<file path="config.mk">
export PLATFORM = sky130hd
export DESIGN_NAME = shallow_top_k_percentile
export DESIGN_NICKNAME = d
export VERILOG_FILES = /design/src/rtl/shtk_pkg.sv /design/src/rtl/shallow_top_k_percentile.sv
export SDC_FILE = /design/constraint.sdc
export NUM_CORES = 2
export LEC_CHECK = 0
export ABC_AREA = 1
export BUFFER_PORTS_ARGS = -buffer_cell sky130_fd_sc_hd__buf_4
export CAP_MARGIN = 20
export CORE_MARGIN = 2
export CORE_UTILIZATION = 35
export CTS_BUF_LIST = sky130_fd_sc_hd__clkbuf_8 sky130_fd_sc_hd__clkbuf_16
export DETAILED_ROUTE_END_ITERATION = 6
export PLACE_DENSITY = 0.5
export SLEW_MARGIN = 10
export SYNTH_ARGS = -nofsm -noshare
export SYNTH_HDL_FRONTEND = slang
export SYNTH_SLANG_ARGS = --single-unit
</file>
<file path="constraint.sdc">
create_clock -name clk -period 6.2 [get_ports clk]
set_input_delay 0.62 -clock clk [delete_from_list [all_inputs] [get_ports clk]]
set_output_delay 0.62 -clock clk [all_outputs]
set_load 0.1 [all_outputs]
</file>
<file path="src/rtl/shtk_pkg.sv">
// ----------------------------------------------------------------------------
// shtk_pkg
// Shared constants and types for the shallow top-k percentile block.
// ----------------------------------------------------------------------------
package shtk_pkg;

    // Number of retained depths
    localparam int CAPACITY  = 64;

    // Field widths
    localparam int DEPTH_W   = 25;
    localparam int PCT_W     = 17;
    localparam int COUNT_W   = 32;
    localparam int ENTRIES_W = 7;
    localparam int FRAC_BITS = 16;

    // Derived widths
    localparam int ADDR_W    = (CAPACITY > 1) ? $clog2(CAPACITY) : 1;
    localparam int FILL_W    = $clog2(CAPACITY + 1);
    localparam int PROD_W    = PCT_W + COUNT_W;
    localparam int RANK_W    = PROD_W + 1 - FRAC_BITS;

    // Reset value of the percentile register (one half)
    localparam logic [PCT_W-1:0] PCT_RESET = PCT_W'(32768);

    typedef logic signed [DEPTH_W-1:0] depth_t;
    typedef logic [ADDR_W-1:0]         addr_t;
    typedef logic [FILL_W-1:0]         fill_t;

endpackage

</file>
<file path="src/rtl/shallow_top_k_percentile.sv">
// ----------------------------------------------------------------------------
// shallow_top_k_percentile
// Keeps the CAPACITY shallowest depth samples in a sorted memory and reports
// the depth at a programmable percentile rank after every sample.
// ----------------------------------------------------------------------------
// Usage:
//   Input channel: sample_depth_mm with in_valid / in_stall. A request is
//   taken when in_valid is high and in_stall is low.
//   Output channel: decision_depth_mm, depth_valid, samples_seen and
//   entries_held with out_valid / out_stall; one result per sample.
//   cfg_wr_en writes percentile_fraction (16 fraction bits, 65536 = one);
//   write it only while the block is idle.
// Sequence:
//   After acceptance a sample runs the insertion walk (one stored entry per
//   cycle through the single read and write port), then rank multiply, clamp
//   and lookup read before its result is presented.
//   One sample at a time: the next request is taken in the cycle after the
//   result loads.
// Reset:
//   Clears the fill level, the sample counter and the output valid and sets
//   the percentile to one half. Memory entries at or above the fill level
//   are never read, so the memory is not cleared.
// Stall:
//   A finished result waits in the output register while out_stall is high;
//   the next sample may already be in work and holds until the register frees.
// ----------------------------------------------------------------------------
module shallow_top_k_percentile
    import shtk_pkg::*;
(
    input  logic                 clk,
    input  logic                 rst_n,
    // configuration
    input  logic                 cfg_wr_en,
    input  logic [PCT_W-1:0]     percentile_fraction,
    // input channel
    input  logic                 in_valid,
    output logic                 in_stall,
    input  logic [DEPTH_W-1:0]   sample_depth_mm,
    // output channel
    output logic                 out_valid,
    input  logic                 out_stall,
    output logic [DEPTH_W-1:0]   decision_depth_mm,
    output logic                 depth_valid,
    output logic [COUNT_W-1:0]   samples_seen,
    output logic [ENTRIES_W-1:0] entries_held
);

    // Sequencer states
    localparam logic [2:0] ST_IDLE  = 3'd0;
    localparam logic [2:0] ST_CHECK = 3'd1;
    localparam logic [2:0] ST_SHIFT = 3'd2;
    localparam logic [2:0] ST_PLACE = 3'd3;
    localparam logic [2:0] ST_RANK  = 3'd4;
    localparam logic [2:0] ST_CLAMP = 3'd5;
    localparam logic [2:0] ST_READ  = 3'd6;

    localparam addr_t LAST_ADDR = addr_t'(CAPACITY - 1);
    localparam addr_t PREV_ADDR = addr_t'(CAPACITY - 2);
    localparam logic [PROD_W:0] ROUND_UP = (PROD_W+1)'((1 << FRAC_BITS) - 1);

    // Control registers
    logic [2:0]           state_reg, state_next;
    fill_t                fill_reg, fill_next;
    logic [COUNT_W-1:0]   count_reg, count_next;
    logic [PCT_W-1:0]     pct_reg;
    logic                 out_valid_reg, out_valid_next;

    // Datapath registers
    addr_t                idx_reg, idx_next;
    depth_t               sample_reg, sample_next;
    logic [PROD_W-1:0]    prod_reg, prod_next;
    depth_t               decision_reg;
    logic                 dvalid_reg;
    logic [COUNT_W-1:0]   seen_reg;
    logic [ENTRIES_W-1:0] held_reg;

    // Memory ports
    depth_t               mem [CAPACITY];
    depth_t               rd_data_reg;
    logic                 rd_en, wr_en;
    addr_t                rd_addr, wr_addr;
    depth_t               wr_data;

    // Rank arithmetic
    logic [PROD_W:0]      prod_round;
    logic [RANK_W-1:0]    rank_raw, rank_clamped, fill_ext;
    logic                 out_load;

    assign in_stall = (state_reg != ST_IDLE);
    assign out_load = (state_reg == ST_READ) && (!out_valid_reg || !out_stall);

    // Rank = ceil(pct * count / 2^16), clamped to 1..fill
    always_comb
    begin
        prod_round = {1'b0, prod_reg} + ROUND_UP;
        rank_raw   = prod_round[PROD_W:FRAC_BITS];
        fill_ext   = RANK_W'(fill_reg);
        if (rank_raw == '0)
        begin
            rank_clamped = RANK_W'(1);
        end
        else if (rank_raw > fill_ext)
        begin
            rank_clamped = fill_ext;
        end
        else
        begin
            rank_clamped = rank_raw;
        end
    end

    // Sequencer: insertion walk from the tail, then percentile lookup
    always_comb
    begin
        state_next  = state_reg;
        fill_next   = fill_reg;
        count_next  = count_reg;
        idx_next    = idx_reg;
        sample_next = sample_reg;
        prod_next   = prod_reg;
        rd_en       = 1'b0;
        rd_addr     = idx_reg;
        wr_en       = 1'b0;
        wr_addr     = idx_reg;
        wr_data     = sample_reg;

        unique case (state_reg)
            ST_IDLE:
            begin
                if (in_valid)
                begin
                    sample_next = depth_t'(sample_depth_mm);
                    if (count_reg != '1)
                    begin
                        count_next = count_reg + COUNT_W'(1);
                    end
                    if (fill_reg < fill_t'(CAPACITY))
                    begin
                        fill_next = fill_reg + fill_t'(1);
                        idx_next  = addr_t'(fill_reg);
                        if (fill_reg == '0)
                        begin
                            state_next = ST_PLACE;
                        end
                        else
                        begin
                            rd_en      = 1'b1;
                            rd_addr    = addr_t'(fill_reg - fill_t'(1));
                            state_next = ST_SHIFT;
                        end
                    end
                    else
                    begin
                        // full: look at the deepest entry first
                        rd_en      = 1'b1;
                        rd_addr    = LAST_ADDR;
                        state_next = ST_CHECK;
                    end
                end
            end

            ST_CHECK:
            begin
                if (sample_reg > rd_data_reg)
                begin
                    idx_next = LAST_ADDR;
                    if (LAST_ADDR == '0)
                    begin
                        state_next = ST_PLACE;
                    end
                    else
                    begin
                        rd_en      = 1'b1;
                        rd_addr    = PREV_ADDR;
                        state_next = ST_SHIFT;
                    end
                end
                else
                begin
                    state_next = ST_RANK;
                end
            end

            ST_SHIFT:
            begin
                wr_en = 1'b1;
                if (rd_data_reg >= sample_reg)
                begin
                    // stop after entries equal to the sample
                    state_next = ST_RANK;
                end
                else
                begin
                    wr_data  = rd_data_reg;
                    idx_next = idx_reg - addr_t'(1);
                    if (idx_reg == addr_t'(1))
                    begin
                        state_next = ST_PLACE;
                    end
                    else
                    begin
                        rd_en   = 1'b1;
                        rd_addr = idx_reg - addr_t'(2);
                    end
                end
            end

            ST_PLACE:
            begin
                wr_en      = 1'b1;
                state_next = ST_RANK;
            end

            ST_RANK:
            begin
                prod_next  = PROD_W'(pct_reg) * PROD_W'(count_reg);
                state_next = ST_CLAMP;
            end

            ST_CLAMP:
            begin
                rd_en      = 1'b1;
                rd_addr    = addr_t'(rank_clamped - RANK_W'(1));
                state_next = ST_READ;
            end

            ST_READ:
            begin
                if (out_load)
                begin
                    state_next = ST_IDLE;
                end
            end

            default:
            begin
                state_next = ST_IDLE;
            end
        endcase
    end

    // Output valid
    always_comb
    begin
        if (out_load)
        begin
            out_valid_next = 1'b1;
        end
        else if (!out_stall)
        begin
            out_valid_next = 1'b0;
        end
        else
        begin
            out_valid_next = out_valid_reg;
        end
    end

    // Control state
    always_ff @(posedge clk or negedge rst_n)
    begin
        if (!rst_n)
        begin
            state_reg     <= ST_IDLE;
            fill_reg      <= '0;
            count_reg     <= '0;
            pct_reg       <= PCT_RESET;
            out_valid_reg <= 1'b0;
        end
        else
        begin
            state_reg     <= state_next;
            fill_reg      <= fill_next;
            count_reg     <= count_next;
            out_valid_reg <= out_valid_next;
            if (cfg_wr_en)
            begin
                pct_reg <= percentile_fraction;
            end
        end
    end

    // Datapath registers
    always_ff @(posedge clk)
    begin
        idx_reg    <= idx_next;
        sample_reg <= sample_next;
        prod_reg   <= prod_next;
        if (out_load)
        begin
            decision_reg <= rd_data_reg;
            dvalid_reg   <= (fill_reg != '0);
            seen_reg     <= count_reg;
            held_reg     <= ENTRIES_W'(fill_reg);
        end
    end

    // Sorted store: one write port, one registered read port
    always_ff @(posedge clk)
    begin
        if (wr_en)
        begin
            mem[wr_addr] <= wr_data;
        end
        if (rd_en)
        begin
            rd_data_reg <= mem[rd_addr];
        end
    end

    assign out_valid         = out_valid_reg;
    assign decision_depth_mm = decision_reg;
    assign depth_valid       = dvalid_reg;
    assign samples_seen      = seen_reg;
    assign entries_held      = held_reg;

endmodule

</file>
# Word level (Yosys, flattened, before mapping)
# Memory sizes are Yosys's and may differ from the RTL's. A register that Yosys moved wholly into a read port is not among the register bits.
# Cells that the tools add are included.
dict set report op_classes {
  n_addsub 7
  n_mul 1
  n_lt_le_gt_ge 4
  n_eq_ne 15
  muxes 36
  reduce_logical 16
}
# operator count
set ops {}
lappend ops {{6-bit two-way mux} 12}
lappend ops {{49-bit by 16-bit adder with 50-bit output (second input constant)} 1}
lappend ops {{25-bit two-way mux} 2}
lappend ops {{17-bit by 32-bit multiplier with 49-bit output} 1}
lappend ops {{34-bit by 7-bit > comparator with 1-bit output} 1}
lappend ops {{34-bit logical NOT} 1}
lappend ops {{32-bit by 1-bit adder with 32-bit output (second input constant)} 1}
lappend ops {{32-bit inequality test (second input constant)} 1}
lappend ops {{25-bit >= comparator} 1}
lappend ops {{25-bit > comparator} 1}
lappend ops {{6-bit one-hot mux with 4 select lines} 1}
lappend ops {{3-bit one-hot mux with 7 select lines} 1}
lappend ops {{3-bit two-way mux} 6}
lappend ops {{6-bit one-hot mux with 3 select lines} 1}
lappend ops {{6-bit by 1-bit subtractor with 6-bit output (second input constant)} 3}
lappend ops {{1-bit two-way mux} 12}
lappend ops {{2-bit inequality test (second input constant)} 5}
lappend ops {{3-bit equality test (second input constant)} 3}
lappend ops {{3-bit AND reduction} 3}
lappend ops {{7-bit by 1-bit adder with 7-bit output (second input constant)} 1}
lappend ops {{7-bit logical NOT} 1}
lappend ops {{7-bit less-than comparator (second input constant)} 1}
lappend ops {{7-bit nonzero test} 1}
lappend ops {{3-bit by 2-bit equality test with 1-bit output (second input constant)} 2}
lappend ops {{14 further kinds} 16}
dict set report word_totals {
  ff_bits 205
  ram_bits 1600
  out_inout_bits 67
  elab_cells 92
  mem_count 1
}
# memory words word_bits rd rd_ports_with_merged_regs write_ports line_no
set memory_table {}
lappend memory_table {mem 64 25 1 1 1 shallow_top_k_percentile.sv:78} ;# depth_t mem [CAPACITY];

# Depth between registers and ports, before layout
dict set report depth {
  depth_word 6
  ltp_mapped 40
  mapped_depth_nobuf 37
}

# Least setup slack after synthesis
# No wires, ideal clock.
dict set report synth_path {
  kind {flip-flop to flip-flop}
  from {reg count_reg[10]}
  to {reg prod_reg[43], data pin}
  setup_ns 0.265
  arrival_time_ns 6.524
  t_required_ns 5.935
  setup_slack_ns -0.589
  stages_incl_launch_ff 26
  path_buffers 2
  synth_period_minus_slack_ns 6.789
  cell_sequence {dfrtp_1 clkbuf_1 clkbuf_1 nand2_1 fa_1 inv_1 fa_1 inv_1 fa_1 fa_1 inv_1 fa_1 fa_1 ha_1 a21oi_1 a21boi_0 o21ai_0 a21boi_0 o21bai_1 a21boi_0 o21ai_0 nand2_1 nand2_1 a21boi_0 o21ai_0 xor2_1}
}
dict set report synth_via {
  elab_chain_cells 1
}
# element line_no
set synth_rtl {}
lappend synth_rtl {{start, declared} shallow_top_k_percentile.sv:64} ;# logic [COUNT_W-1:0] count_reg, count_next;
lappend synth_rtl {{start signal, assigned} shallow_top_k_percentile.sv:274} ;# count_reg <= count_next;
lappend synth_rtl {{17-bit by 32-bit multiplier with 49-bit output} shallow_top_k_percentile.sv:216} ;# prod_next = PROD_W'(pct_reg) * PROD_W'(count_reg);
lappend synth_rtl {{end signal, assigned} shallow_top_k_percentile.sv:288} ;# prod_reg <= prod_next;
lappend synth_rtl {{end, declared} shallow_top_k_percentile.sv:71} ;# logic [PROD_W-1:0] prod_reg, prod_next;
# Every way passes these cells.
# A chain may end at the register's enable or synchronous reset.

# Worst setup path after layout
dict set report layout_path {
  from {reg pct_reg[4]}
  to {reg prod_reg[48], data pin}
}
dict set report layout_via {
  elab_chain_cells 1
}
# element line_no
set layout_rtl {}
lappend layout_rtl {{start, declared} shallow_top_k_percentile.sv:65} ;# logic [PCT_W-1:0] pct_reg;
lappend layout_rtl {{start signal, assigned} shallow_top_k_percentile.sv:278} ;# pct_reg <= percentile_fraction;
lappend layout_rtl {{17-bit by 32-bit multiplier with 49-bit output} shallow_top_k_percentile.sv:216}
# Every way passes these cells.

==> impl.org <==
** Global route
- Global Route Usage Sum :: 0.220
- Global-route wire length before repair :: 451000 µm
- Via count of the first global-routing pass :: 66900
- Overflow after GRT :: 0
- The initial antenna violation count was 9.
- Maximum number of pins on one net before global-route repair :: 153

** Synthesis
- Synth unique cells :: 54
- The average instance in the mapped netlist occupies 10.7 µm².
- Sorting the synthesized cells by area gives the leading types as edfxtp_1 56%, nand3_1 11%, fa_1 9.5%, nand2_1 8.0%, inv_1 3.7%.
- The synthesized design contains 1830 register bits.
- Nets in the synthesized netlist :: 9492
- The most used flip-flop cell after synthesis is edfxtp_1.
- Counting flops with a built-in enable in the synthesized netlist gives 1770.
- Sequential element share of the synthesized area :: 0.579
- Cells after Synth :: 8830
- Share of flip-flops with an asynchronous set or reset :: 0.0328
- Warnings from Yosys :: 0
- Biggest area consumer among synthesized cells :: edfxtp_1
- The synthesized netlist occupies a cell area of 0.0945 mm².
- Of the post-synthesis cell area, the dominant cell type holds 0.563.

** Clock network
- Largest buffer count on any clock path :: 4
- TritonCTS built the clock tree.
- After clock tree synthesis, the clock-pin slew on the worst setup and hold paths is 0.06 ns.
- Root buffer cell :: clkbuf_16
- Total clock buffers created by CTS :: 204
- Depth of the CTS H-tree :: 4
- Clock latency reported for the late side of the worst-skew pair :: 0.89 ns
- Clock sink count :: 1830

** STA
- Setup repair after global routing missed its margin :: true
- Final setup violation count :: 0
- The worst path needs 6.14 ns of the cycle, external delays included.
- Worst setup margin :: 0.0588 ns
- Of the available clock period, the critical path in the final layout requires 0.991.
- Static timing analysis puts the maximum clock frequency at 0.163 GHz.
- Worst slew margin relative to its limit :: 0.244
- Number of hold-slack violations in the final timing report :: 0
- Largest clock skew in the final design :: 0.112 ns
- Max-slew violation count :: 0
- For the pin with the worst max-slew slack, the measured transition is 1.13 ns.

** Setup path
- Most common cell on crit path :: fa_1
- STA classifies the critical path endpoint as a register.
- Type of the worst setup path :: reg -> reg
- Stage delay of the slowest cell on the critical path :: 0.56 ns
- For this design, the slowest cell found on the critical path is fa_1.
- Measured in cells, the most critical reg-to-reg path has a length of 30.
- Flop2flop setup slack :: 0.06 ns
- Maximum fanout along the worst path :: 4
- Arrival time reported for the critical path endpoint :: 6.68 ns
- Required @ worst endpoint :: 6.74 ns
- The worst setup path is launched from a register.

** Finish
- Total number of nets in the final design :: 9764
- Summing all multi-input logic gate instances after layout gives 0.0349 mm².
- The layout has 25700 filler cells.
- Leaving out fill and tap cells, the most frequent cells in the layout are 1991 x nand3_1, 1990 x nand2_1, 1770 x edfxtp_1.
- Of the cells placed in the final design, the portion with a size suffix greater than 1 is 0.125.
- Leaving out fill and tap cells, the most frequent cell in the layout is nand3_1.
- Registers take 0.0547 mm².
- The area growth from synthesis to layout is 16.4%.
- The register with the most flip-flops in the layout has 1600 of them.

** Floorplanning
- Core outline area :: 0.268 mm²
- Count of boundary I/O pins :: 114
- Row count :: 190
- The die is 524 µm wide.
- The die is 524 µm tall.
- Starting density of the core :: 0.352
- The floorplan step defined a die boundary enclosing 0.274 mm².

** Outcome
- The flow ran to the end, and the final reports show no timing, DRC or antenna violations.

** Min path
- Counting instances, the worst hold path has a depth of 1.
- Classification of the worst-slack hold path :: in -> reg

** Drt
- Drt drc :: 0
- In the final routed layout, each cell accounts on average for 23.8 µm.
- Routed vias :: 67500
- ANT nets after route :: 0
- The first routing iteration left 6878 violations.
- Drt first pass iters :: 5
- Detailed Route WL :: 305000 µm
- Average via count per standard cell :: 5.26

** Job
- The tool flagged a number of max-cap violations equal to 0.

** Placement
- After legalization and detailed placement, the total HPWL measured 193000 µm.
- Global placer's final weighted congestion :: 0.851
- The count of buffers added on input and output ports is 113.
- Timing analysis after detailed placement gives a worst setup slack of -0.414 ns.
==> stage by stage <==
step | setup TNS [ns] | area (µm²) | hold slack, ns | utilization | instances
2_1_floorplan | 0 | 94500 | 0.324 | - | 8830
3_3_place_gp | -4.16 | 102000 | 0.475 | 0.381 | 12400
3_5_place_dp | -4.58 | 102000 | 0.486 | 0.382 | 12400
4_1_cts | -0.0616 | 109000 | 0.00607 | 0.407 | 12800
5_1_grt | -1.94 | 110000 | 0.0310 | 0.410 | 12800
6_report | 0 | 110000 | 0.0551 | 0.410 | 12800
==> worst max-delay path: cells and delay by family (launching register included) <==
| kind | cells | cell delay (ns) |
|---|---|---|
| compound gates | 4 | 0.48 |
| xor+xnor | 1 | 0.15 |
| flops | 1 | 0.40 |
| fa+ha+maj | 7 | 3.44 |
| simple gates | 9 | 0.71 |
| buf+inv | 9 | 0.69 |
==> cell families (layout without fill, tap and decap cells) <==
| family | count (synthesis) | count (layout) | synth area share |
|---|---|---|---|
| mux | 17 | 17 | 0.00203 |
| fa+ha+maj | 615 | 615 | 0.117 |
| simple gates | 4508 | 4508 | 0.215 |
| other cells | 0 | 4 | 0 |
| compound gates | 237 | 237 | 0.0147 |
| xor+xnor | 88 | 88 | 0.00816 |
| buf+inv | 1535 | 1977 | 0.0646 |
| flops | 1830 | 1830 | 0.579 |
==> worst paths after layout <==
check,from,endpoint
setup / recovery,pct_reg[4],prod_reg[48]
hold / removal,sample_depth_mm[17],sample_reg[17]
setup reg to reg,pct_reg[4],prod_reg[48]
hold reg to reg,rd_data_reg[18],decision_depth_mm[18]
max in group asynchronous,rst_n,pct_reg[2]
min in group asynchronous,rst_n,state_reg[1]
==> area by class of cell <==
class / count / share of cell area
well taps: 3552 / 0.0404
clock buffers: 211 / 0.0477
inverters: 961 / 0.0331
repair buffers: 640 / 0.0550
multi-input cells: 5465 / 0.318
flip-flops and latches: 1830 / 0.497
diodes: 4 / 0.0000911
clock inverters: 165 / 0.00855
==> layer usage <==
metal	global-route usage	vias to the layer above	routed length (µm)
met3	0.0267	435	20600
met4	0.0729	0	10700
met2	0.353	2384	142000
li1	-	30500	-
met1	0.310	34100	132000
met5	0	-	0
==> cells in the mapped netlist (9+ instances only) <==
cell type  number
edfxtp_1     1770
a21oi_1        87
inv_2          13
fa_1          449
buf_1          30
o21ai_0        72
o21bai_1        9
clkbuf_1      292
nor3_1         29
xor2_1         60
buf_2         245
mux2_2         17
dfrtp_1        59
nor2_1        202
nand3b_1       56
o211ai_1       33
nand3_1      2001
nand4_1       152
xnor2_1        28
ha_1          166
inv_1         941
nand2_1      2018
==> repair_timing <==
action                     CTS  global route
pin swaps                   44            63
setup buffers               14            25
hold endpoints to repair    77             0
setup endpoints to repair   17            42
gates resized for setup     80           107
hold buffers                19             0
Power is not shown: default switching activity piles up to over one toggle a cycle in this logic, so the estimate is an artifact.
